[config.mk]
export PLATFORM = sky130hd
export DESIGN_NAME = jpeg_header_format_classifier
export DESIGN_NICKNAME = d
export VERILOG_FILES = /design/src/jhfc_pkg.sv /design/src/jpeg_header_format_classifier.sv
export VERILOG_INCLUDE_DIRS = /design/src /design/src/src
export SDC_FILE = /design/constraint.sdc
export NUM_CORES = 1
export LEC_CHECK = 0
export BUFFER_PORTS_ARGS = -buffer_cell sky130_fd_sc_hd__buf_2
export CAP_MARGIN = 20
export CORE_MARGIN = 4
export CORE_UTILIZATION = 40
export CTS_CLUSTER_SIZE = 14
export DETAILED_ROUTE_END_ITERATION = 8
export GPL_TIMING_DRIVEN = 1
export HOLD_SLACK_MARGIN = 0.06
export PLACE_DENSITY_LB_ADDON = 0.3
export SLEW_MARGIN = 20
export SYNTH_ARGS = -nofsm -noshare
export SYNTH_HDL_FRONTEND = slang
export SYNTH_SLANG_ARGS = --single-unit
[constraint.sdc]
create_clock -name i_clk -period 7.4 [get_ports i_clk]
set_input_delay 1.11 -clock i_clk [delete_from_list [all_inputs] [get_ports i_clk]]
set_output_delay 1.11 -clock i_clk [all_outputs]
set_load 0.05 [all_outputs]
[src/jpeg_header_format_classifier_assert.svh]
// assertion macros for the jpeg header classifier
// expects i_clk and i_rst_n in the scope where a macro is used
`ifndef JPEG_HEADER_FORMAT_CLASSIFIER_ASSERT_SVH
`define JPEG_HEADER_FORMAT_CLASSIFIER_ASSERT_SVH

// condition must hold at every clock edge outside reset
`define JHFC_ASSERT_ALWAYS(lbl, cond, msg) \
    lbl: assert property (@(posedge i_clk) disable iff (!i_rst_n) (cond)) else $error(msg);

// consequent must hold in the cycle after the antecedent
`define JHFC_ASSERT_NEXT(lbl, ante, cons, msg) \
    lbl: assert property (@(posedge i_clk) disable iff (!i_rst_n) (ante) |=> (cons)) \
        else $error(msg);

`endif

[src/jhfc_pkg.sv]
// types, codes and tag tables for the jpeg header classifier
// no dependencies
`timescale 1ns / 1ps

package jhfc_pkg;

    typedef enum logic [5:0] {
        PH_SEARCH  = 6'b000001,
        PH_PREFIX  = 6'b000010,
        PH_LEN_HI  = 6'b000100,
        PH_LEN_LO  = 6'b001000,
        PH_PAYLOAD = 6'b010000,
        PH_DONE    = 6'b100000
    } t_phase;

    localparam logic [7:0] c_MK_FILL  = 8'hFF;
    localparam logic [7:0] c_MK_STUFF = 8'h00;
    localparam logic [7:0] c_MK_TEM   = 8'h01;
    localparam logic [7:0] c_MK_RST0  = 8'hD0;
    localparam logic [7:0] c_MK_SOI   = 8'hD8;
    localparam logic [7:0] c_MK_EOI   = 8'hD9;
    localparam logic [7:0] c_MK_SOS   = 8'hDA;
    localparam logic [7:0] c_MK_APP0  = 8'hE0;
    localparam logic [7:0] c_MK_APP14 = 8'hEE;
    localparam logic [7:0] c_MK_SOF0  = 8'hC0;
    localparam logic [7:0] c_MK_SOF15 = 8'hCF;
    localparam logic [7:0] c_MK_DHT   = 8'hC4;
    localparam logic [7:0] c_MK_DAC   = 8'hCC;

    localparam logic [15:0] c_TAG_LEN       = 16'd5;
    localparam logic [15:0] c_XFORM_POS     = 16'd11;
    localparam logic [15:0] c_FRAME_HDR_LEN = 16'd6;
    localparam logic [7:0]  c_MAX_COMPS     = 8'd4;
    localparam logic [3:0]  c_MAX_FACTOR    = 4'd4;
    localparam logic [7:0]  c_MAX_TQ        = 8'd3;

    localparam logic [7:0] c_ID_R = 8'h52;
    localparam logic [7:0] c_ID_G = 8'h47;
    localparam logic [7:0] c_ID_B = 8'h42;

    localparam logic [7:0] c_SAMP_11 = 8'h11;
    localparam logic [7:0] c_SAMP_21 = 8'h21;
    localparam logic [7:0] c_SAMP_22 = 8'h22;

    localparam logic [1:0] c_CS_UNKNOWN = 2'd0;
    localparam logic [1:0] c_CS_GRAY    = 2'd1;
    localparam logic [1:0] c_CS_YCC     = 2'd2;
    localparam logic [1:0] c_CS_RGB     = 2'd3;

    localparam logic [2:0] c_SK_UNKNOWN = 3'd0;
    localparam logic [2:0] c_SK_GRAY    = 3'd1;
    localparam logic [2:0] c_SK_420     = 3'd2;
    localparam logic [2:0] c_SK_422     = 3'd3;
    localparam logic [2:0] c_SK_444     = 3'd4;
    localparam logic [2:0] c_SK_RGB     = 3'd5;
    localparam logic [2:0] c_SK_BGR     = 3'd6;

    // "JFIF" followed by a nul
    function automatic logic [7:0] jfif_tag(input logic [2:0] idx);
        logic [7:0] v;
        unique case (idx)
            3'd0:    v = 8'h4A;
            3'd1:    v = 8'h46;
            3'd2:    v = 8'h49;
            3'd3:    v = 8'h46;
            default: v = 8'h00;
        endcase
        return v;
    endfunction

    // five byte identifier of the app14 segment
    function automatic logic [7:0] app14_tag(input logic [2:0] idx);
        logic [7:0] v;
        unique case (idx)
            3'd0:    v = 8'h41;
            3'd1:    v = 8'h64;
            3'd2:    v = 8'h6F;
            3'd3:    v = 8'h62;
            default: v = 8'h65;
        endcase
        return v;
    endfunction

    function automatic logic is_sof(input logic [7:0] m);
        return (m >= c_MK_SOF0) && (m <= c_MK_SOF15) && (m != c_MK_DHT) && (m != c_MK_DAC);
    endfunction

endpackage

[src/jpeg_header_format_classifier.sv]
// jpeg header classifier: marker walk, frame header capture and classification
// depends on jhfc_pkg and jpeg_header_format_classifier_assert.svh
//
// usage
//   input channel: one buffer byte per word (i_data_byte), i_last_byte on the
//   final byte of the buffer; a word moves when i_valid is high and o_stall low
//   output channel: one result word per buffer on o_valid / i_stall, the
//   fields held steady while i_stall is high
//   throughput: one byte per cycle while o_stall is low; each byte updates the
//   parser state in the cycle it is taken, so the state registers set the rate
//   the result word shows o_valid in the cycle after the byte that ends the
//   walk (sos, eoi, a complete frame header, a bad length or the last byte)
//   bytes after the end of the walk up to i_last_byte are dropped; the last
//   byte clears all parser state for the next buffer
//   reset: synchronous, active low; the parser returns to marker search and
//   the output register empties
//   stall: o_stall is high only while a result word waits and i_stall is high
`timescale 1ns / 1ps
`include "jpeg_header_format_classifier_assert.svh"

module jpeg_header_format_classifier
    import jhfc_pkg::*;
(
    input  logic        i_clk,
    input  logic        i_rst_n,
    input  logic        i_valid,
    output logic        o_stall,
    input  logic [7:0]  i_data_byte,
    input  logic        i_last_byte,
    output logic        o_valid,
    input  logic        i_stall,
    output logic        o_info_valid,
    output logic        o_size_valid,
    output logic [15:0] o_image_width,
    output logic [15:0] o_image_height,
    output logic [3:0]  o_sof_type,
    output logic [2:0]  o_component_count,
    output logic [1:0]  o_colour_space,
    output logic [2:0]  o_sampling_kind
);

    // parser state
    t_phase      r_phase, p_phase, n_phase;
    logic [7:0]  r_marker, p_marker, n_marker;
    logic [15:0] r_seg_rem, p_seg_rem, n_seg_rem;
    logic [15:0] r_seg_pos, p_seg_pos, n_seg_pos;
    logic [2:0]  r_comp_idx, p_comp_idx, n_comp_idx;
    logic [1:0]  r_comp_sub, p_comp_sub, n_comp_sub;
    logic        r_ident, p_ident, n_ident;
    logic        r_jfif, p_jfif, n_jfif;
    logic        r_xf_seen, p_xf_seen, n_xf_seen;
    logic [7:0]  r_xf_val, p_xf_val, n_xf_val;
    logic [15:0] r_width, p_width, n_width;
    logic [15:0] r_height, p_height, n_height;
    logic [7:0]  r_ncomp, p_ncomp, n_ncomp;
    logic [7:0]  r_cid [3];
    logic [7:0]  p_cid [3];
    logic [7:0]  n_cid [3];
    logic [7:0]  r_cfac [3];
    logic [7:0]  p_cfac [3];
    logic [7:0]  n_cfac [3];
    logic        r_bad, p_bad, n_bad;

    // output register
    logic        r_out_valid;
    logic        r_out_info, r_out_dims;
    logic [15:0] r_out_width, r_out_height;
    logic [3:0]  r_out_sof;
    logic [2:0]  r_out_ncomp;
    logic [1:0]  r_out_cs;
    logic [2:0]  r_out_sk;

    logic        in_acc, out_acc;
    logic        p_emit, p_ok, emit_now;
    logic [15:0] len_full;
    logic [7:0]  tag_byte;
    logic        tag_hit;
    logic [3:0]  need_len;
    logic        is_rgb, is_bgr, use_ycc;
    logic [2:0]  ycc_sk;
    logic [1:0]  cls_cs;
    logic [2:0]  cls_sk;

    assign o_stall = r_out_valid & i_stall;
    assign in_acc  = i_valid & ~o_stall;
    assign out_acc = r_out_valid & ~i_stall;

    // one byte of the marker walk
    always_comb begin
        p_phase    = r_phase;
        p_marker   = r_marker;
        p_seg_rem  = r_seg_rem;
        p_seg_pos  = r_seg_pos;
        p_comp_idx = r_comp_idx;
        p_comp_sub = r_comp_sub;
        p_ident    = r_ident;
        p_jfif     = r_jfif;
        p_xf_seen  = r_xf_seen;
        p_xf_val   = r_xf_val;
        p_width    = r_width;
        p_height   = r_height;
        p_ncomp    = r_ncomp;
        p_cid      = r_cid;
        p_cfac     = r_cfac;
        p_bad      = r_bad;
        p_emit     = 1'b0;
        p_ok       = 1'b0;
        len_full   = {r_seg_rem[15:8], i_data_byte};
        tag_byte   = (r_marker == c_MK_APP0) ? jfif_tag(r_seg_pos[2:0])
                                             : app14_tag(r_seg_pos[2:0]);
        tag_hit    = ((r_seg_pos == 16'd0) | r_ident) & (i_data_byte == tag_byte);
        unique case (r_phase)
            PH_SEARCH: begin
                if (i_data_byte == c_MK_FILL) p_phase = PH_PREFIX;
            end
            PH_PREFIX: begin
                if (i_data_byte == c_MK_FILL) begin
                    p_phase = PH_PREFIX;
                end else if (i_data_byte == c_MK_STUFF) begin
                    p_phase = PH_SEARCH;
                end else if (i_data_byte == c_MK_EOI || i_data_byte == c_MK_SOS) begin
                    p_emit  = 1'b1;
                    p_phase = PH_DONE;
                end else if (i_data_byte == c_MK_TEM ||
                             (i_data_byte >= c_MK_RST0 && i_data_byte <= c_MK_SOI)) begin
                    p_phase = PH_SEARCH;
                end else begin
                    p_marker = i_data_byte;
                    p_phase  = PH_LEN_HI;
                end
            end
            PH_LEN_HI: begin
                p_seg_rem = {i_data_byte, 8'h00};
                p_phase   = PH_LEN_LO;
            end
            PH_LEN_LO: begin
                if (len_full < 16'd2) begin
                    p_emit  = 1'b1;
                    p_phase = PH_DONE;
                end else begin
                    p_seg_rem  = len_full - 16'd2;
                    p_seg_pos  = 16'd0;
                    p_ident    = 1'b0;
                    p_comp_idx = 3'd0;
                    p_comp_sub = 2'd0;
                    if (is_sof(r_marker)) begin
                        p_bad    = 1'b0;
                        p_width  = 16'd0;
                        p_height = 16'd0;
                        p_ncomp  = 8'd0;
                    end
                    p_phase = (p_seg_rem == 16'd0) ? PH_SEARCH : PH_PAYLOAD;
                end
            end
            PH_PAYLOAD: begin
                if (r_marker == c_MK_APP0 || r_marker == c_MK_APP14) begin
                    if (r_seg_pos < c_TAG_LEN) begin
                        p_ident = tag_hit;
                        if (r_seg_pos == 16'd4 && tag_hit && r_marker == c_MK_APP0)
                            p_jfif = 1'b1;
                    end else if (r_seg_pos == c_XFORM_POS && r_ident &&
                                 r_marker == c_MK_APP14) begin
                        p_xf_seen = 1'b1;
                        p_xf_val  = i_data_byte;
                    end
                end else if (is_sof(r_marker)) begin
                    case (r_seg_pos)
                        16'd1:   p_height = {i_data_byte, 8'h00};
                        16'd2:   p_height = {r_height[15:8], i_data_byte};
                        16'd3:   p_width  = {i_data_byte, 8'h00};
                        16'd4:   p_width  = {r_width[15:8], i_data_byte};
                        16'd5:   p_ncomp  = i_data_byte;
                        default: ;
                    endcase
                    // component records: id, factors, table selector
                    if (r_seg_pos >= c_FRAME_HDR_LEN && r_comp_idx < 3'd4) begin
                        if ({5'd0, r_comp_idx} < r_ncomp) begin
                            case (r_comp_sub)
                                2'd0: begin
                                    if (r_comp_idx < 3'd3) p_cid[r_comp_idx[1:0]] = i_data_byte;
                                end
                                2'd1: begin
                                    if (i_data_byte[7:4] > c_MAX_FACTOR ||
                                        i_data_byte[3:0] > c_MAX_FACTOR)
                                        p_bad = 1'b1;
                                    if (r_comp_idx < 3'd3)
                                        p_cfac[r_comp_idx[1:0]] = i_data_byte;
                                end
                                default: begin
                                    if (i_data_byte > c_MAX_TQ) p_bad = 1'b1;
                                end
                            endcase
                        end
                        if (r_comp_sub == 2'd2) begin
                            p_comp_sub = 2'd0;
                            p_comp_idx = r_comp_idx + 3'd1;
                        end else begin
                            p_comp_sub = r_comp_sub + 2'd1;
                        end
                    end
                end
                p_seg_pos = r_seg_pos + 16'd1;
                p_seg_rem = r_seg_rem - 16'd1;
                p_phase   = (p_seg_rem == 16'd0) ? PH_SEARCH : PH_PAYLOAD;
            end
            PH_DONE: begin
                p_phase = PH_DONE;
            end
            default: begin
                p_phase = PH_SEARCH;
            end
        endcase

        // segment end: a frame header closes the walk
        need_len = {p_ncomp[2:0], 1'b0} + {1'b0, p_ncomp[2:0]};
        if ((r_phase == PH_LEN_LO || r_phase == PH_PAYLOAD) && !p_emit &&
            p_seg_rem == 16'd0 && is_sof(r_marker)) begin
            p_emit  = 1'b1;
            p_phase = PH_DONE;
            p_ok    = ~(p_bad | (p_seg_pos < c_FRAME_HDR_LEN) | (p_ncomp > c_MAX_COMPS) |
                        ((p_seg_pos - c_FRAME_HDR_LEN) < {12'd0, need_len}));
        end
    end

    // classification from the captured frame header
    always_comb begin
        is_rgb = (p_cid[0] == c_ID_R) && (p_cid[1] == c_ID_G) && (p_cid[2] == c_ID_B);
        is_bgr = (p_cid[0] == c_ID_B) && (p_cid[1] == c_ID_G) && (p_cid[2] == c_ID_R);
        if (p_xf_seen && p_xf_val == 8'd1)      use_ycc = 1'b1;
        else if (p_xf_seen && p_xf_val == 8'd0) use_ycc = 1'b0;
        else if (p_jfif)                        use_ycc = 1'b1;
        else                                    use_ycc = ~(is_rgb | is_bgr);
        ycc_sk = c_SK_UNKNOWN;
        if (p_cfac[1] == c_SAMP_11 && p_cfac[2] == c_SAMP_11) begin
            if (p_cfac[0] == c_SAMP_22)      ycc_sk = c_SK_420;
            else if (p_cfac[0] == c_SAMP_21) ycc_sk = c_SK_422;
            else if (p_cfac[0] == c_SAMP_11) ycc_sk = c_SK_444;
        end
        cls_cs = c_CS_UNKNOWN;
        cls_sk = c_SK_UNKNOWN;
        if (p_ncomp == 8'd1) begin
            cls_cs = c_CS_GRAY;
            cls_sk = c_SK_GRAY;
        end else if (p_ncomp == 8'd3) begin
            if (use_ycc) begin
                cls_sk = ycc_sk;
                if (ycc_sk != c_SK_UNKNOWN) cls_cs = c_CS_YCC;
            end else if (is_rgb) begin
                cls_cs = c_CS_RGB;
                cls_sk = c_SK_RGB;
            end else if (is_bgr) begin
                cls_cs = c_CS_RGB;
                cls_sk = c_SK_BGR;
            end
        end
    end

    // last byte of the buffer: a walk still open reports invalid, then all clears
    always_comb begin
        emit_now = p_emit | (i_last_byte & (p_phase != PH_DONE));
        if (i_last_byte) begin
            n_phase    = PH_SEARCH;
            n_marker   = 8'd0;
            n_seg_rem  = 16'd0;
            n_seg_pos  = 16'd0;
            n_comp_idx = 3'd0;
            n_comp_sub = 2'd0;
            n_ident    = 1'b0;
            n_jfif     = 1'b0;
            n_xf_seen  = 1'b0;
            n_xf_val   = 8'd0;
            n_width    = 16'd0;
            n_height   = 16'd0;
            n_ncomp    = 8'd0;
            n_cid      = '{default: 8'd0};
            n_cfac     = '{default: 8'd0};
            n_bad      = 1'b0;
        end else begin
            n_phase    = p_phase;
            n_marker   = p_marker;
            n_seg_rem  = p_seg_rem;
            n_seg_pos  = p_seg_pos;
            n_comp_idx = p_comp_idx;
            n_comp_sub = p_comp_sub;
            n_ident    = p_ident;
            n_jfif     = p_jfif;
            n_xf_seen  = p_xf_seen;
            n_xf_val   = p_xf_val;
            n_width    = p_width;
            n_height   = p_height;
            n_ncomp    = p_ncomp;
            n_cid      = p_cid;
            n_cfac     = p_cfac;
            n_bad      = p_bad;
        end
    end

    always_ff @(posedge i_clk) begin
        if (!i_rst_n) begin
            r_phase    <= PH_SEARCH;
            r_marker   <= 8'd0;
            r_seg_rem  <= 16'd0;
            r_seg_pos  <= 16'd0;
            r_comp_idx <= 3'd0;
            r_comp_sub <= 2'd0;
            r_ident    <= 1'b0;
            r_jfif     <= 1'b0;
            r_xf_seen  <= 1'b0;
            r_xf_val   <= 8'd0;
            r_width    <= 16'd0;
            r_height   <= 16'd0;
            r_ncomp    <= 8'd0;
            r_cid      <= '{default: 8'd0};
            r_cfac     <= '{default: 8'd0};
            r_bad      <= 1'b0;
        end else if (in_acc) begin
            r_phase    <= n_phase;
            r_marker   <= n_marker;
            r_seg_rem  <= n_seg_rem;
            r_seg_pos  <= n_seg_pos;
            r_comp_idx <= n_comp_idx;
            r_comp_sub <= n_comp_sub;
            r_ident    <= n_ident;
            r_jfif     <= n_jfif;
            r_xf_seen  <= n_xf_seen;
            r_xf_val   <= n_xf_val;
            r_width    <= n_width;
            r_height   <= n_height;
            r_ncomp    <= n_ncomp;
            r_cid      <= n_cid;
            r_cfac     <= n_cfac;
            r_bad      <= n_bad;
        end
    end

    always_ff @(posedge i_clk) begin
        if (!i_rst_n) begin
            r_out_valid <= 1'b0;
        end else if (in_acc && emit_now) begin
            r_out_valid <= 1'b1;
        end else if (out_acc) begin
            r_out_valid <= 1'b0;
        end
    end

    // invalid results are all zero
    always_ff @(posedge i_clk) begin
        if (in_acc && emit_now) begin
            r_out_info   <= p_ok & (cls_sk != c_SK_UNKNOWN);
            r_out_dims   <= p_ok & (p_width != 16'd0) & (p_height != 16'd0);
            r_out_width  <= p_ok ? p_width : 16'd0;
            r_out_height <= p_ok ? p_height : 16'd0;
            r_out_sof    <= p_ok ? p_marker[3:0] : 4'd0;
            r_out_ncomp  <= p_ok ? p_ncomp[2:0] : 3'd0;
            r_out_cs     <= p_ok ? cls_cs : c_CS_UNKNOWN;
            r_out_sk     <= p_ok ? cls_sk : c_SK_UNKNOWN;
        end
    end

    assign o_valid           = r_out_valid;
    assign o_info_valid      = r_out_info;
    assign o_size_valid      = r_out_dims;
    assign o_image_width     = r_out_width;
    assign o_image_height    = r_out_height;
    assign o_sof_type        = r_out_sof;
    assign o_component_count = r_out_ncomp;
    assign o_colour_space    = r_out_cs;
    assign o_sampling_kind   = r_out_sk;

    `JHFC_ASSERT_NEXT(a_last_gives_word, in_acc && i_last_byte && r_phase != PH_DONE, o_valid, "open walk at last byte gave no result word")
    `JHFC_ASSERT_NEXT(a_last_clears, in_acc && i_last_byte, r_phase == PH_SEARCH && !r_jfif && !r_xf_seen, "last byte did not clear parser state")
    `JHFC_ASSERT_ALWAYS(a_info_matches_kind, !o_valid || (o_info_valid == (o_sampling_kind != c_SK_UNKNOWN)), "info flag disagrees with sampling kind")
    `JHFC_ASSERT_ALWAYS(a_rgb_three_comps, !(o_valid && o_colour_space == c_CS_RGB) || o_component_count == 3'd3, "rgb result without three components")

endmodule
==> metrics.cfg <==
[outcome]
status = complete, no violations

[pwr]
seq_power_share_pct = 49.9
switching_share_pct = 27.9
p_switching_uw = 621
power_density_nw_per_um2 = 173
combPwrFrac_pct = 7.3
clockPowerShare_pct = 42.8
p_int_uw = 1610
p_leak_uw = 0.00420
ir_drop_uv = 159

[finish]
antenna_cells = 0
drive_gt1_share_pct = 9.30
syn_to_final_growth_pct = 9.09
layout_commonest_cell = dfxtp_1
final_cell_mix = 152 x dfxtp_1, 135 x nor2b_1, 121 x nor2_1
final_net_count = 1440
final_area_um2 = 12900

[detailed_routing]
detail_route.vias_per_cell = 6.16
ant_nets = 0
drt_iter0_markers = 1372
num_vias = 11100
drt_wl_total_um = 37800
drt_pre_antenna_iters = 6
drc_errors = 0
wl_per_cell_um = 21.0

[sta]
fmax_mhz = 176
tns_ns = 0
post-route-min-period_ns = 5.69
tightest_slew_ns = 1.14
setup_viol = 0
rsz0062_at_grt = no
hold_viol = 0
hold_ws_ns = 0.449
drv_slew = 0
max-slew-margin-rel_pct = 22.2
finalClockSkew_ns = 0.0190
post-route-period-util_pct = 76.8

[hold_path]
hold_class = register to register

[floorplanning]
fp.dieH_um = 180
dieArea_um2 = 32400
core_um2 = 28900
ioPinCount = 61
start_util_pct = 40.9
num_rows = 62
die_width_um = 180

[worst_setup_path]
worst_ep_arrival_time_ns = 5.93
required_ns = 7.65
cp-start-kind = register
cp-end-kind = register
critPathKind = register to register
crit_path_max_fanout = 46

[global_routing]
grt_pass1_vias = 10100
grtUsageTotal_pct = 22.3
grt_max_degree = 83
antenna_found_initial = 0
grt-ovfl-total = 0
grt_pass1_wl_um = 58800

[clock_tree]
cts_tree = built
clock_latency_ns = 0.45
ctsHoldBuffers = 0
clk_path_buf_depth = 2
postCtsResizedCells = 0
postCtsSetupBuffers = 0
cts_buffers = 17
cts.reportedPaths.clkPinSlew_ns = 0.07
clock-sinks = 198
cts-root-buf = clkbuf_16
htreeDepth = 4

[place]
io_buffers = 60
gp_congestion = 0.950
hpwl_um = 25500
placed_cell_area_um2 = 12300

[yosys]
synth_ff_type = dfxtp_1
yosys_warnings = 0
synthArstFlopShare_pct = 0
synth_edf_count = 46
synthesis.area_um2 = 11800
synth_cell_types = 82
syn-mean-instance-area_um2 = 8.29
ys_seq_area_share_pct = 37.4
syn_inst = 1426
syn_nets = 1460
ys_seq_elements = 198

[flow_run]
cap_viol_max_count = 0

==> synth_stat cells, types with 14 or more instances <==
| cell | n | area (µm²) |
|---|---|---|
| inv_1 | 38 | 143 |
| nand2b_1 | 16 | 100 |
| xor2_1 | 14 | 123 |
| and2_1 | 24 | 150 |
| edfxtp_1 | 46 | 1380 |
| nor2_1 | 122 | 458 |
| or4_1 | 19 | 143 |
| clkbuf_1 | 101 | 379 |
| nor4_1 | 37 | 231 |
| nor3_1 | 38 | 190 |
| a22oi_1 | 120 | 901 |
| a21oi_1 | 46 | 230 |
| dfxtp_1 | 152 | 3040 |
| o21ai_0 | 67 | 335 |
| xnor2_1 | 16 | 140 |
| nand3_1 | 39 | 195 |
| a21boi_0 | 16 | 120 |
| a32oi_1 | 29 | 254 |
| ha_1 | 21 | 263 |
| nand2_1 | 92 | 345 |
| nor2b_1 | 135 | 845 |
| nand4_1 | 27 | 169 |
==> sequential cells by signal (all words and copies together), names as in the netlist, 4 cells and up <==
register	flops
r_cfac	24
r_cid	24
o_image_height	16
o_image_width	16
r_height	16
r_seg_pos	16
r_seg_rem	16
r_width	16
r_marker	8
r_ncomp	8
r_xf_val	8
r_phase	6
o_sof_type	4
==> final timing paths <==
kind	from	to	slack, ns	cells after the start
hold reg to reg	r_jfif	r_jfif	0.45	2
setup / recovery	r_marker[4]	o_size_valid	1.71	19
hold / removal	r_jfif	r_jfif	0.45	2
setup reg to reg	r_marker[4]	o_size_valid	1.71	19
==> worst max-delay path: stages, from the launching register on <==
cell,delay [ns]
dfxtp_1,0.32
nand3b_1,0.31
a211oi_1,0.73
nand2_1,0.43
nor3_1,0.76
a22oi_1,0.26
inv_1,0.21
xnor2_1,0.10
ha_1,0.21
nor3_1,0.19
a21oi_1,0.07
ha_1,0.31
o211a_1,0.14
o41ai_1,0.08
a31oi_1,0.17
o32a_1,0.16
a211oi_1,0.04
or4_1,0.41
buf_4,0.30
a311oi_1,0.29
==> layer usage <==
metal	GRT usage [%]	wire length, µm	share of wire, %	vias to the layer above
li1	-	-	-	5258
met1	30.9	17100	45	5313
met3	4.41	2710	7.2	73
met2	35.0	16900	45	461
met5	0	0	0	-
met4	7.74	1100	2.9	0
==> logic make-up (layout without fill, tap and decap cells) <==
kind of cell	count (synthesis)	in the layout	synth area share, %
mux	14	14	1.23
buf+inv	153	146	5.14
flops	198	198	37.4
simple gates	610	610	28.0
compound gates	400	400	23.8
xor+xnor	30	30	2.22
fa+ha+maj	21	21	2.22
==> power by group through the flow <==
stage               Combinational (µW)  Clock, µW  Sequential, µW
detailed placement                 160          0            1140
global route                       170       1010            1110
global placement                   160          0            1140
CTS                                160        966            1110
floorplan                         77.7          0            1170
finish                             162        953            1110
==> per-stage QoR <==
| stage | instances | worst slack [ns] | power (µW) | utilization [%] |
|---|---|---|---|---|
| 2_1_floorplan | 1426 | 1.20 | 1240 | - |
| 3_3_place_gp | 1771 | 1.52 | 1300 | 42.5 |
| 3_5_place_dp | 1771 | 1.38 | 1300 | 42.5 |
| 4_1_cts | 1803 | 1.83 | 2240 | 44.6 |
| 5_1_grt | 1803 | 1.33 | 2290 | 44.6 |
| 6_report | 1803 | 1.71 | 2230 | 44.6 |
==> area by class of cell <==
class / count / area, µm²
Clock inverter: 13 / 154
Fill cell: 2847 / 16000
Sequential cell: 198 / 4420
Timing Repair Buffer: 76 / 423
Tap cell: 384 / 480
Clock buffer: 19 / 443
Inverter: 38 / 143
Multi-Input combinational cell: 1075 / 6840
Power figures use the tool's default switching activity.
